File: src/hdl/pse_pkg.sv
package pse_pkg;

  localparam int SYMBOL_W = 8;
  localparam int VALUE_W  = 8;
  localparam int STATUS_W = 3;
  localparam int CFG_W    = 8;
  localparam int CFG_IDX_W = 2;

  localparam logic [SYMBOL_W-1:0] SYM_END = 8'h24;  // '$'
  localparam logic [SYMBOL_W-1:0] SYM_A   = 8'h61;  // 'a'
  localparam logic [SYMBOL_W-1:0] SYM_B   = 8'h62;  // 'b'
  localparam logic [SYMBOL_W-1:0] SYM_C   = 8'h63;  // 'c'
  localparam logic [SYMBOL_W-1:0] SYM_ADD = 8'h2b;  // '+'
  localparam logic [SYMBOL_W-1:0] SYM_MUL = 8'h2a;  // '*'
  localparam logic [SYMBOL_W-1:0] SYM_SUB = 8'h2d;  // '-'
  localparam logic [SYMBOL_W-1:0] SYM_DIV = 8'h2f;  // '/'

  localparam logic [CFG_IDX_W-1:0] CFG_OPERAND_A = 2'd0;
  localparam logic [CFG_IDX_W-1:0] CFG_OPERAND_B = 2'd1;
  localparam logic [CFG_IDX_W-1:0] CFG_OPERAND_C = 2'd2;

  typedef enum logic [STATUS_W-1:0] {
    ST_OK    = 3'd0,
    ST_EXTRA = 3'd1,
    ST_UNDER = 3'd2,
    ST_OVER  = 3'd3,
    ST_DIVZ  = 3'd4
  } pse_status_t;

  typedef enum logic [1:0] {
    OP_ADD,
    OP_SUB,
    OP_MUL,
    OP_DIV
  } pse_op_t;

  // stack command: at most one write and one read per cycle
  typedef struct packed {
    logic push;       // write at depth, depth + 1
    logic replace2;   // write at depth - 2, depth - 1
    logic clear;      // depth to zero
    logic rd_top;     // read depth - 1
    logic rd_second;  // read depth - 2
  } pse_stk_cmd_t;

  typedef struct packed {
    logic is_empty;
    logic below_two;
    logic is_full;
    logic more_than_one;
  } pse_stk_stat_t;

  typedef struct packed {
    logic    start;
    pse_op_t op;
  } pse_alu_ctl_t;

  typedef struct packed {
    logic done;
    logic div_zero;
  } pse_alu_stat_t;

endpackage

File: src/hdl/pse_if.sv
interface pse_in_if import pse_pkg::*; ();
  logic                valid;
  logic                ready;
  logic [SYMBOL_W-1:0] symbol;

  modport source (output valid, output symbol, input ready);
  modport sink   (input valid, input symbol, output ready);
endinterface

interface pse_out_if import pse_pkg::*; ();
  logic                       valid;
  logic                       ready;
  logic signed [VALUE_W-1:0]  value;
  logic        [STATUS_W-1:0] status;

  modport source (output valid, output value, output status, input ready);
  modport sink   (input valid, input value, input status, output ready);
endinterface

File: src/hdl/pse_stack.sv
module pse_stack import pse_pkg::*; #(
  parameter int STACK_DEPTH = 32,
  parameter int DATA_WIDTH  = 8
) (
  input  logic                  clk,
  input  logic                  rst_n,
  input  pse_stk_cmd_t          cmd,
  input  logic [DATA_WIDTH-1:0] wr_data,
  output logic [DATA_WIDTH-1:0] rd_data,
  output pse_stk_stat_t         stat
);

  localparam int AW = $clog2(STACK_DEPTH);
  localparam int DW = $clog2(STACK_DEPTH + 1);

  logic [DATA_WIDTH-1:0] mem [STACK_DEPTH];
  logic [DATA_WIDTH-1:0] rd_data_r;
  logic [DW-1:0]         depth_r;
  logic [DW-1:0]         depth_m1;
  logic [DW-1:0]         depth_m2;

  assign depth_m1 = depth_r - DW'(1);
  assign depth_m2 = depth_r - DW'(2);

  always_ff @(posedge clk) begin
    if (cmd.push) begin
      mem[depth_r[AW-1:0]] <= wr_data;
    end else if (cmd.replace2) begin
      mem[depth_m2[AW-1:0]] <= wr_data;
    end
    if (cmd.rd_top) begin
      rd_data_r <= mem[depth_m1[AW-1:0]];
    end else if (cmd.rd_second) begin
      rd_data_r <= mem[depth_m2[AW-1:0]];
    end
  end

  always_ff @(posedge clk) begin
    if (!rst_n) begin
      depth_r <= '0;
    end else if (cmd.clear) begin
      depth_r <= '0;
    end else if (cmd.push) begin
      depth_r <= depth_r + DW'(1);
    end else if (cmd.replace2) begin
      depth_r <= depth_m1;
    end
  end

  assign rd_data             = rd_data_r;
  assign stat.is_empty       = (depth_r == '0);
  assign stat.below_two      = (depth_r < DW'(2));
  assign stat.is_full        = (depth_r == DW'(STACK_DEPTH));
  assign stat.more_than_one  = (depth_r > DW'(1));

endmodule

File: src/hdl/pse_alu.sv
module pse_alu import pse_pkg::*; #(
  parameter int DATA_WIDTH = 8
) (
  input  logic                  clk,
  input  logic                  rst_n,
  input  pse_alu_ctl_t          ctl,
  input  logic [DATA_WIDTH-1:0] x,     // first popped
  input  logic [DATA_WIDTH-1:0] y,     // second popped
  output logic [DATA_WIDTH-1:0] result,
  output pse_alu_stat_t         stat
);

  localparam int W  = DATA_WIDTH;
  localparam int CW = $clog2(DATA_WIDTH);

  typedef enum logic [1:0] {A_IDLE, A_DIV, A_FIX} alu_state_t;

  alu_state_t    state_r;
  logic [W-1:0]  res_r;
  logic          done_r;
  logic          divz_r;
  logic [W:0]    rem_r;
  logic [W-1:0]  quo_r;
  logic [W-1:0]  den_r;
  logic          neg_r;
  logic [CW-1:0] cnt_r;

  logic [W-1:0]  x_mag;
  logic [W-1:0]  y_mag;
  logic [W:0]    rem_shift;
  logic [W:0]    trial;
  logic [W:0]    rem_nxt;
  logic [W-1:0]  quo_nxt;

  assign x_mag = x[W-1] ? (~x + W'(1)) : x;
  assign y_mag = y[W-1] ? (~y + W'(1)) : y;

  // one restoring step: shift in the next dividend bit, try the subtract
  always_comb begin
    rem_shift = {rem_r[W-1:0], quo_r[W-1]};
    trial     = rem_shift - {1'b0, den_r};
    if (!trial[W]) begin
      rem_nxt = trial;
      quo_nxt = {quo_r[W-2:0], 1'b1};
    end else begin
      rem_nxt = rem_shift;
      quo_nxt = {quo_r[W-2:0], 1'b0};
    end
  end

  always_ff @(posedge clk) begin
    if (!rst_n) begin
      state_r <= A_IDLE;
      done_r  <= 1'b0;
      divz_r  <= 1'b0;
    end else begin
      done_r <= 1'b0;
      case (state_r)
        A_IDLE: begin
          if (ctl.start) begin
            divz_r <= 1'b0;
            case (ctl.op)
              OP_ADD: begin
                res_r  <= y + x;
                done_r <= 1'b1;
              end
              OP_SUB: begin
                res_r  <= y - x;
                done_r <= 1'b1;
              end
              OP_MUL: begin
                res_r  <= y * x;
                done_r <= 1'b1;
              end
              default: begin
                if (x == '0) begin
                  res_r  <= '0;
                  divz_r <= 1'b1;
                  done_r <= 1'b1;
                end else begin
                  rem_r   <= '0;
                  quo_r   <= y_mag;
                  den_r   <= x_mag;
                  neg_r   <= x[W-1] ^ y[W-1];
                  cnt_r   <= CW'(W - 1);
                  state_r <= A_DIV;
                end
              end
            endcase
          end
        end
        A_DIV: begin
          rem_r <= rem_nxt;
          quo_r <= quo_nxt;
          if (cnt_r == '0) begin
            state_r <= A_FIX;
          end else begin
            cnt_r <= cnt_r - CW'(1);
          end
        end
        A_FIX: begin
          res_r   <= neg_r ? (~quo_r + W'(1)) : quo_r;
          done_r  <= 1'b1;
          state_r <= A_IDLE;
        end
        default: begin
          state_r <= A_IDLE;
        end
      endcase
    end
  end

  assign result        = res_r;
  assign stat.done     = done_r;
  assign stat.div_zero = divz_r;

endmodule

File: src/hdl/postfix_stack_evaluator.sv
// Postfix expression evaluator.
// in_ch carries one ASCII character per beat. 'a', 'b' and 'c' push the
// operand registers (sign-extended to DATA_WIDTH); '+', '-', '*' and '/'
// pop two entries and push second-popped op first-popped, wrapped, with
// division truncating toward zero; '$' pops the final value and sends one
// beat on out_ch with value and status, then empties the stack and clears
// the sticky error. Every other character is dropped without a result.
// cfg_we/cfg_index/cfg_wdata write operand_a, operand_b and operand_c
// (index 0, 1, 2); write them only while the block is idle.
// One character is in work at a time: S_DECODE follows each accept; an
// operator then passes S_RD_X, S_RD_Y and S_WAIT (the shared ALU runs a
// restoring divider one quotient bit a cycle for '/'), and '$' on a
// non-empty stack passes S_END_RD (one registered stack memory read).
// The '$' result lands in an output register; later characters are taken
// while it waits. A '$' is held only while that register is still full
// and out_ch.ready is low.
// Reset (rst_n low at a clock edge) empties the stack, clears the error,
// zeroes the operand registers and drops any pending result.
module postfix_stack_evaluator import pse_pkg::*; #(
  parameter int STACK_DEPTH = 32,
  parameter int DATA_WIDTH  = 8
) (
  input  logic                 clk,
  input  logic                 rst_n,
  pse_in_if.sink               in_ch,
  pse_out_if.source            out_ch,
  input  logic                 cfg_we,
  input  logic [CFG_IDX_W-1:0] cfg_index,
  input  logic [CFG_W-1:0]     cfg_wdata
);

  typedef enum logic [2:0] {
    S_IDLE,
    S_DECODE,
    S_RD_X,
    S_RD_Y,
    S_WAIT,
    S_END_RD
  } state_t;

  state_t                state_r, state_nxt;
  logic [SYMBOL_W-1:0]   sym_r, sym_nxt;
  logic [DATA_WIDTH-1:0] x_r, x_nxt;
  pse_status_t           err_r, err_nxt;
  logic                  out_valid_r, out_valid_nxt;
  logic [VALUE_W-1:0]    out_value_r, out_value_nxt;
  pse_status_t           out_status_r, out_status_nxt;

  logic [CFG_W-1:0]      operand_a_r;
  logic [CFG_W-1:0]      operand_b_r;
  logic [CFG_W-1:0]      operand_c_r;

  pse_stk_cmd_t          stk_cmd;
  pse_stk_stat_t         stk_stat;
  logic [DATA_WIDTH-1:0] stk_wdata;
  logic [DATA_WIDTH-1:0] stk_rdata;

  pse_alu_ctl_t          alu_ctl;
  pse_alu_stat_t         alu_stat;
  logic [DATA_WIDTH-1:0] alu_result;

  pse_op_t               op_sel;
  logic                  out_busy;

  pse_stack #(
    .STACK_DEPTH (STACK_DEPTH),
    .DATA_WIDTH  (DATA_WIDTH)
  ) u_stack (
    .clk     (clk),
    .rst_n   (rst_n),
    .cmd     (stk_cmd),
    .wr_data (stk_wdata),
    .rd_data (stk_rdata),
    .stat    (stk_stat)
  );

  pse_alu #(
    .DATA_WIDTH (DATA_WIDTH)
  ) u_alu (
    .clk    (clk),
    .rst_n  (rst_n),
    .ctl    (alu_ctl),
    .x      (x_r),
    .y      (stk_rdata),
    .result (alu_result),
    .stat   (alu_stat)
  );

  // operand registers
  always_ff @(posedge clk) begin
    if (!rst_n) begin
      operand_a_r <= '0;
      operand_b_r <= '0;
      operand_c_r <= '0;
    end else if (cfg_we) begin
      case (cfg_index)
        CFG_OPERAND_A: operand_a_r <= cfg_wdata;
        CFG_OPERAND_B: operand_b_r <= cfg_wdata;
        CFG_OPERAND_C: operand_c_r <= cfg_wdata;
        default: ;
      endcase
    end
  end

  always_comb begin
    case (sym_r)
      SYM_ADD: op_sel = OP_ADD;
      SYM_SUB: op_sel = OP_SUB;
      SYM_MUL: op_sel = OP_MUL;
      default: op_sel = OP_DIV;
    endcase
  end

  // the result register is full and not taken this cycle
  assign out_busy = out_valid_r && !out_ch.ready;

  always_comb begin
    state_nxt      = state_r;
    sym_nxt        = sym_r;
    x_nxt          = x_r;
    err_nxt        = err_r;
    out_valid_nxt  = out_valid_r && !out_ch.ready;
    out_value_nxt  = out_value_r;
    out_status_nxt = out_status_r;
    stk_cmd        = '0;
    stk_wdata      = alu_result;
    alu_ctl.start  = 1'b0;
    alu_ctl.op     = op_sel;

    case (state_r)
      S_IDLE: begin
        if (in_ch.valid) begin
          sym_nxt   = in_ch.symbol;
          state_nxt = S_DECODE;
        end
      end

      S_DECODE: begin
        state_nxt = S_IDLE;
        case (sym_r)
          SYM_A, SYM_B, SYM_C: begin
            // drop the push on a full stack and keep the first error only
            case (sym_r)
              SYM_A:   stk_wdata = DATA_WIDTH'($signed(operand_a_r));
              SYM_B:   stk_wdata = DATA_WIDTH'($signed(operand_b_r));
              default: stk_wdata = DATA_WIDTH'($signed(operand_c_r));
            endcase
            if (stk_stat.is_full) begin
              if (err_r == ST_OK) begin
                err_nxt = ST_OVER;
              end
            end else begin
              stk_cmd.push = 1'b1;
            end
          end
          SYM_ADD, SYM_SUB, SYM_MUL, SYM_DIV: begin
            if (stk_stat.below_two) begin
              if (err_r == ST_OK) begin
                err_nxt = ST_UNDER;
              end
            end else begin
              stk_cmd.rd_top = 1'b1;
              state_nxt      = S_RD_X;
            end
          end
          SYM_END: begin
            if (out_busy) begin
              // hold the end marker until the previous result is taken
              state_nxt = S_DECODE;
            end else if (stk_stat.is_empty) begin
              out_valid_nxt  = 1'b1;
              out_value_nxt  = '0;
              out_status_nxt = (err_r != ST_OK) ? err_r : ST_UNDER;
              err_nxt        = ST_OK;
              stk_cmd.clear  = 1'b1;
            end else begin
              stk_cmd.rd_top = 1'b1;
              state_nxt      = S_END_RD;
            end
          end
          default: ;
        endcase
      end

      S_RD_X: begin
        x_nxt             = stk_rdata;
        stk_cmd.rd_second = 1'b1;
        state_nxt         = S_RD_Y;
      end

      S_RD_Y: begin
        // second-popped entry is on the read port now; start the ALU
        alu_ctl.start = 1'b1;
        state_nxt     = S_WAIT;
      end

      S_WAIT: begin
        if (alu_stat.done) begin
          stk_cmd.replace2 = 1'b1;
          if (alu_stat.div_zero && (err_r == ST_OK)) begin
            err_nxt = ST_DIVZ;
          end
          state_nxt = S_IDLE;
        end
      end

      S_END_RD: begin
        out_valid_nxt = 1'b1;
        out_value_nxt = stk_rdata[VALUE_W-1:0];
        if (err_r != ST_OK) begin
          out_status_nxt = err_r;
        end else if (stk_stat.more_than_one) begin
          out_status_nxt = ST_EXTRA;
        end else begin
          out_status_nxt = ST_OK;
        end
        err_nxt       = ST_OK;
        stk_cmd.clear = 1'b1;
        state_nxt     = S_IDLE;
      end

      default: begin
        state_nxt = S_IDLE;
      end
    endcase
  end

  always_ff @(posedge clk) begin
    if (!rst_n) begin
      state_r     <= S_IDLE;
      err_r       <= ST_OK;
      out_valid_r <= 1'b0;
    end else begin
      state_r     <= state_nxt;
      err_r       <= err_nxt;
      out_valid_r <= out_valid_nxt;
    end
    sym_r        <= sym_nxt;
    x_r          <= x_nxt;
    out_value_r  <= out_value_nxt;
    out_status_r <= out_status_nxt;
  end

  assign in_ch.ready   = (state_r == S_IDLE);
  assign out_ch.valid  = out_valid_r;
  assign out_ch.value  = out_value_r;
  assign out_ch.status = out_status_r;

endmodule
File: src/flat_wrapper.sv
// flat-port wrapper written by rule: the top's interface ports become plain ports
module postfix_stack_evaluator_flat import pse_pkg::*;
#(
  parameter int STACK_DEPTH = 32,
  parameter int DATA_WIDTH  = 8
)
  (clk, rst_n, cfg_we, cfg_index, cfg_wdata, in_ch_valid, in_ch_symbol, in_ch_ready, out_ch_valid, out_ch_value, out_ch_status, out_ch_ready);
  pse_in_if in_ch_i ();
  pse_out_if out_ch_i ();
  input  logic clk;
  input  logic rst_n;
  input  logic cfg_we;
  input  logic [CFG_IDX_W-1:0] cfg_index;
  input  logic [CFG_W-1:0] cfg_wdata;
  input wire logic [$bits(in_ch_i.valid)-1:0] in_ch_valid;
  input wire logic [$bits(in_ch_i.symbol)-1:0] in_ch_symbol;
  output wire logic [$bits(in_ch_i.ready)-1:0] in_ch_ready;
  output wire logic [$bits(out_ch_i.valid)-1:0] out_ch_valid;
  output wire logic [$bits(out_ch_i.value)-1:0] out_ch_value;
  output wire logic [$bits(out_ch_i.status)-1:0] out_ch_status;
  input wire logic [$bits(out_ch_i.ready)-1:0] out_ch_ready;
  assign in_ch_i.valid = in_ch_valid;
  assign in_ch_i.symbol = in_ch_symbol;
  assign in_ch_ready = in_ch_i.ready;
  assign out_ch_valid = out_ch_i.valid;
  assign out_ch_value = out_ch_i.value;
  assign out_ch_status = out_ch_i.status;
  assign out_ch_i.ready = out_ch_ready;
  postfix_stack_evaluator #(.STACK_DEPTH(STACK_DEPTH), .DATA_WIDTH(DATA_WIDTH)) u_core (.clk(clk), .rst_n(rst_n), .in_ch(in_ch_i), .out_ch(out_ch_i), .cfg_we(cfg_we), .cfg_index(cfg_index), .cfg_wdata(cfg_wdata));
endmodule
File: config.mk
export PLATFORM = sky130hd
export DESIGN_NAME = postfix_stack_evaluator_flat
export DESIGN_NICKNAME = d
export VERILOG_FILES = /design/src/hdl/pse_pkg.sv /design/src/hdl/pse_if.sv /design/src/hdl/pse_stack.sv /design/src/hdl/pse_alu.sv /design/src/hdl/postfix_stack_evaluator.sv /design/src/flat_wrapper.sv
export SDC_FILE = /design/constraint.sdc
export NUM_CORES = 1
export LEC_CHECK = 0
export ABC_CLOCK_PERIOD_IN_PS = 5420
export BUFFER_PORTS_ARGS = -buffer_cell sky130_fd_sc_hd__clkbuf_2
export CORE_ASPECT_RATIO = 0.8
export CORE_UTILIZATION = 40
export CTS_BUF_LIST = sky130_fd_sc_hd__clkbuf_4
export DETAILED_ROUTE_END_ITERATION = 8
export SYNTH_ARGS = -nofsm -noshare
export SYNTH_HDL_FRONTEND = slang
export SYNTH_SLANG_ARGS = --single-unit
export TNS_END_PERCENT = 30
File: constraint.sdc
create_clock -name clk -period 5.42 [get_ports clk]
set_input_delay 0.813 -clock clk [delete_from_list [all_inputs] [get_ports clk]]
set_output_delay 0.813 -clock clk [all_outputs]
set_load 0.05 [all_outputs]
## Word-level counts from Yosys, hierarchy flattened

Memory sizes are Yosys's and may differ from the RTL's.
Index checks and enable logic that the tools add are counted.

| storage, ports and cells | value |
|---|---|
| bits in registers | 112 |
| RAM bits | 256 |
| input port bits | 23 |
| word-level logic and storage cells | 212 |
| memories | 1 |

| cells by class | value |
|---|---|
| add/sub/neg operators | 10 |
| multipliers | 1 |
| $lt $le $gt $ge | 2 |
| equality and inequality tests | 39 |
| multiplexer cells | 94 |
| bitwise gates (word level) | 7 |
| reductions and logical operators | 36 |

Memories:

| memory | words | width | rd ports | clocked after Yosys merged registers in | wr ports | line | source |
|---|---|---|---|---|---|---|---|
| u_core.u_stack.mem | 32 | 8 | 2 | 0 | 1 | pse_stack.sv:16 | `logic [DATA_WIDTH-1:0] mem [STACK_DEPTH];` |

Operators with widths:

| cell | number |
|---|---|
| $mux 8 | 19 |
| $pmux 8 s2 | 5 |
| $mux 3 | 21 |
| $eq 8x6->1 const B | 5 |
| $mux 1 | 26 |
| $add 8x1->8 const B | 3 |
| $eq 8x7->1 const B | 3 |
| $not 8->8 | 3 |
| $pmux 8 s3 | 1 |
| $pmux 3 s2 | 3 |
| $pmux 3 s3 | 2 |
| $ne 2x2->1 const B | 8 |
| $ne 3x2->1 const B | 5 |
| $pmux 3 s5 | 1 |
| $mux 2 | 6 |
| $mux 6 | 2 |
| $reduce_and 2->1 | 6 |
| $reduce_and 4->1 | 3 |
| $reduce_and 10->1 | 1 |
| $reduce_and 5->1 | 2 |
| $reduce_bool 2->1 | 5 |
| $logic_not 3->1 | 3 |
| $sub 9x8->9 | 1 |
| $add 8x8->8 | 1 |
| other kinds (36) | 54 |

## Depth between registers and ports, before layout

| depth | value |
|---|---|
| depth in word-level cells | 8 |
| gate-level depth with buffers | 16 |
| gate-level depth less buffers | 15 |

## Modules after synthesis

A second synthesis with hierarchy kept.

| unflattened totals | value |
|---|---|
| cell total of the unflattened synthesis | 1382 |
| area total of the unflattened synthesis | 19536.2 µm² |

Modules (own cells, without submodules):

| module | times used | cells each | area an instance (µm²) | sequential area each (µm²) |
|---|---|---|---|---|
| pse_stack | 1 | 720 | 12929.9 | 8047.7 |
| pse_alu | 1 | 424 | 3956.3 | 1161.1 |
| postfix_stack_evaluator | 1 | 238 | 2650.0 | 1431.4 |

## Least setup slack after synthesis

No wires, ideal clock.

| timing | value |
|---|---|
| path type | flip-flop to flip-flop |
| from | register u_core.u_stack.rd_data_r[2], in the netlist u_core.u_stack.rd_data[2] |
| to | register u_core.u_alu.res_r[7], in the netlist u_core.u_alu.result[7], data pin |
| library setup time | 0.275 ns |
| data arrival time | 3.966 ns |
| slack | 1.180 ns |
| stages on the path, launching flop included | 16 |
| period minus slack after synthesis | 4.240 ns |
| path through | edfxtp_1 -> clkbuf_1 -> nand2_1 -> fa_1 -> fa_1 -> inv_1 -> fa_1 -> inv_1 -> fa_1 -> inv_1 -> ha_1 -> a21oi_1 -> xnor3_1 -> xnor3_1 -> nand4b_1 -> o221ai_1 |

| on the way | value |
|---|---|
| word-level cells in the longest chain between the ends | 4 |
| elaborated cells on any way between the ends | 6 |
| those cells by class | 2 x add/sub; 1 x mul; 3 x mux |

Ends and longest elaborated chain:

| element | line | source |
|---|---|---|
| from (decl) | pse_stack.sv:17 | `logic [DATA_WIDTH-1:0] rd_data_r;` |
| from (signal assigned) | pse_stack.sv:32 | `rd_data_r <= mem[depth_m1[AW-1:0]];` |
| from (signal assigned) | pse_stack.sv:34 | `rd_data_r <= mem[depth_m2[AW-1:0]];` |
| $mul 8x8->8 (tied with other cells) | pse_alu.sv:72 | `res_r <= y * x;` |
| $pmux 8 s3 (*) | pse_alu.sv:62 | `case (ctl.op)` |
| $mux 8 (*) | pse_alu.sv:60 | `if (ctl.start) begin` |
| $pmux 8 s2 (*) | pse_alu.sv:58 | `case (state_r)` |
| to (signal assigned) | pse_alu.sv:64 | `res_r <= y + x;` |
| to (signal assigned) | pse_alu.sv:68 | `res_r <= y - x;` |
| to (signal assigned) | pse_alu.sv:72 |  |
| to (decl) | pse_alu.sv:19 | `logic [W-1:0] res_r;` |

Mark *: on every way between the ends. The rest lies on a longest branch, timed or not. The select of a mux whose other input is x is not followed.
A chain may end at the register's enable or synchronous reset.

## Worst setup path in the final report

Ends and elaborated chain as after synthesis.

==> key figures <==
Synthesis
  – Syn Area/Cell: 14.9 µm²
  – Most common cell in the netlist: edfxtp_1
  – Top FF cell, synth: edfxtp_1
  – Synth Cell Area: 19200 µm²
  – Post-Synth XOR/XNOR Area: approximately 2.9%
  – Synth Area in Compound Gates: 5.01%
  – Synth Area in Simple Gates: 8.28%
  – Largest family of logic cells by synthesized area: multiplexers
  – Top cell type's share of synthesized area: approximately 50%
  – Synth area leader: edfxtp_1
  – Yosys reg bits: 368
  – Async SR Flop Fraction: 0%
  – Syn Nets: 1370
  – Adder-cell share of the synthesized area: 4.53%
  – Proportion of synthesized area in mux cells: about a fifth
  – Number of synthesized flops with an enable pin: 327
  – Top post-synthesis cells by area: edfxtp_1 51%, mux4_2 19%, dfxtp_1 4.3%, ha_1 3.1%, nor2_1 2.0%
  – Synth cell count leaders: 327 x edfxtp_1, 158 x mux4_2, 100 x nor2_1
  – Yosys cell types: 72
  – Post-synthesis sequential area ratio: 55.5%
  – Synth warnings: 0
  – Cells after Synth: 1286

Placed design
  – Placed cells: 1878
  – Hpwl dp: 30900 µm
  – Buffers on Ports: 35
  – GP Congestion: 0.895
  – Placed Area: 20000 µm²
  – Pre-CTS WS: 0.840 ns

Clocking
  – Root Driver: clkbuf_4
  – Inserted Clock Buffers: 94
  – CTS tree: done
  – Clk pin slew, worst setup/hold paths: 0.07 ns
  – TritonCTS Sinks: 368
  – Cts hold-fix bufs: 0
  – H-Tree Depth: 3
  – Gates resized, CTS repair: 0
  – Later-pin clock latency in the skew report: 0.88 ns
  – Clk buf depth: 3
  – Post-CTS Setup Bufs: 0

Layout
  – Fillers: 4205
  – Final Non-Filler Cells: 2051
  – Finished Cell Area: around 21000 µm²
  – Area Growth Syn to Fin: 10.6%
  – Fin nets: 1438
  – Fraction of layout instances using a drive strength above 1: 27.1%
  – Final Util: ~45%

Critical path
  – Worst reg2reg startpoint: u_core.u_stack.rd_data[2]
  – Worst setup EP type: flip-flop
  – Setup Crit Path Kind: flip-flop to flip-flop
  – FF-to-FF setup slack: 0.84 ns
  – Crit path buf inv count: 3
  – Slowest stage cell, crit path: edfxtp_1
  – Crit path DAT: slightly above 5 ns
  – Critical Path RT: 5.99 ns
  – CP Max Fanout: 12
  – Top delay family on crit path: adder cells
  – Crit-path max cell delay: 0.65 ns
  – R2r worst-path depth: 14
  – Startpoint types: flip-flop
  – CP Cell Sequence: nand2_1 > fa_1 > fa_1 > inv_1 > fa_1 > inv_1 > fa_1 > inv_1 > ha_1 > a21oi_1 > xnor3_1 > xnor3_1 > nand4b_1 > o221ai_1
  – Endpoint of the worst register-to-register path: u_core.u_alu.result[7]
  – Most Frequent Cell on Critical Path: fa_1

Run
  – Max-cap violation count: 0

STA
  – Unrepaired setup endpoints after global routing: false
  – Min Tclk post-route: between 4 and 5 ns
  – TNS Setup: 0 ns
  – Highest clock rate: 218 MHz
  – Worst slew margin: a little over an eighth
  – Max Slew Vio Count: 0
  – Final Cycle Share: 84.4%
  – Final Setup Violations: 0
  – Post-route setup slack: 0.843 ns
  – Worst slew pin tran: 1.29 ns
  – Hold WS: 0.153 ns
  – Endpoints failing hold: 0
  – Clk_skew: between 0.04 and 0.05 ns

Die
  – Core area: 47200 µm²
  – Io pins: 36
  – Die height: 198 µm
  – Die X: about 250 µm
  – Initial Util: ~41%
  – Row count: 71
  – Die ar.: 48800 µm²

GRT
  – Vias in the first global route: 11500
  – Total grt overflow: 0
  – Pin count of the biggest net entering global routing: around 140
  – Initial antenna violation count: 2
  – GRT Util Overall: between 10% and 20%
  – First-pass GRT wire length: 70400 µm

Worst hold path
  – Hold endpoint: u_core.sym_r[7]
  – Hold/Removal Path Class: primary input to flip-flop
  – Worst hold stages: 1
  – Hold_sp: in_ch_symbol[7]

Drt
  – Starting DRT DRC Count: 1112
  – Vias per cell: around 5.7
  – Total Wirelength: 46600 µm
  – WL/cell: around 23 µm
  – Final ANT Viol Nets: 0
  – DR pass1 iterations: 7
  – Residual DRC: 24
  – Via count: 11800

Pwr
  – Power Density: 265 nW/µm²
  – Leak pwr: 7.10 nW
  – Peak VDD IR: 135 µV
  – Total power: between 5 and 6 mW

Run status
  – Failing checks: DRC
  – Status: finished, violations left
## flip-flops by register name, indices dropped and copies added (netlist names), 2 cells and up
name	count
u_core.u_stack.mem	256
u_core.operand_a_r	8
u_core.operand_b_r	8
u_core.operand_c_r	8
u_core.out_ch.value	8
u_core.sym_r	8
u_core.u_alu.den_r	8
u_core.u_alu.quo_r	8
u_core.u_alu.rem_r	8
u_core.u_alu.result	8
u_core.u_stack.rd_data	8
u_core.x_r	8
u_core.u_stack.depth_r	6
u_core.err_r	3
u_core.out_ch.status	3
u_core.state_r	3
u_core.u_alu.cnt_r	3
u_core.u_alu.state_r	2
## how the worst max path moves through the flow
| stage | endpoint | cells past startpoint | slack (ns) | from |
|---|---|---|---|---|
| 6_report | u_core.u_alu.result[7] | 14 | 0.84 | u_core.u_stack.rd_data[2] |
| 5_1_grt | u_core.u_alu.result[7] | 14 | 0.56 | u_core.u_stack.rd_data[2] |
| 4_1_cts | u_core.u_alu.result[7] | 14 | 0.84 | u_core.u_stack.rd_data[2] |
| 3_5_place_dp | u_core.u_alu.result[7] | 14 | 0.84 | u_core.u_stack.rd_data[2] |
| 3_3_place_gp | u_core.u_alu.result[7] | 14 | 0.95 | u_core.u_stack.rd_data[2] |
| 2_1_floorplan | u_core.u_alu.result[7] | 15 | 1.18 | u_core.u_stack.rd_data[2] |
## layout by cell type (no fill, tap or decap), types with 8 or more instances in the layout
cell type	n
clkbuf_4	131
inv_1	53
dfxtp_1	39
a21oi_1	29
mux4_2	158
clkbuf_2	35
mux2i_1	36
and3_1	13
clkinv_2	8
xnor2_1	36
fa_1	14
edfxtp_1	327
buf_4	14
nor2_1	100
nand2b_1	13
and2_1	20
or3_1	10
nor2b_1	16
ha_1	46
xor2_1	18
o21ai_0	22
o22ai_1	25
nand2_1	80
clkinv_1	24
nand3_1	17
o2bb2ai_1	8
nor3_1	17
## layout make-up
| cell class | instances | area, µm² | area share (%) |
|---|---|---|---|
| Antenna cell | 6 | 15.0 | 0.0708 |
| Clock buffer | 131 | 983 | 4.64 |
| Clock inverter | 36 | 231 | 1.09 |
| Inverter | 54 | 203 | 0.956 |
| Multi-Input combinational cell | 785 | 8040 | 37.9 |
| Sequential cell | 368 | 10600 | 50.2 |
| Tap cell | 620 | 776 | 3.66 |
| Timing Repair Buffer | 51 | 320 | 1.51 |
## logic make-up (layout without fill, tap and decap cells)
family                   after synthesis  count (layout)
AND/OR/NAND/NOR                      322             322
multiplexers                         199             199
AO/OA/AOI/OAI                        144             144
XOR/XNOR                              59              59
buffers and inverters                133             272
adder cells (fa/ha/maj)               61              61
flip-flops                           368             368
other                                  0               6
## worst reg2reg max path, delay by kind of cell, from the launching register on
family / cells / cell delay [ns]
AO/OA/AOI/OAI: 2 / 0.30
XOR/XNOR: 2 / 0.63
adder cells (fa/ha/maj): 5 / 2.33
buffers and inverters: 3 / 0.15
flip-flops: 1 / 0.65
AND/OR/NAND/NOR: 2 / 0.26
## power breakdown
group	total (mW)	switching (mW)	leakage [nW]	internal, mW
combinational	0.0921	0.0524	3.12	0.0397
sequential	3.07	0.0125	3.26	3.05
clock	2.45	1.19	0.713	1.26
## per-layer routing
metal | vias up | GRT usage, % | share of wire (%)
li1 | 5218 | - | -
met3 | 87 | 5.16 | 8.1
met2 | 463 | 27.9 | 44
met5 | - | 0 | 0
met1 | 6000 | 29.0 | 45
met4 | 0 | 6.06 | 2.4
Note: power is estimated with default switching activity, not from simulation.
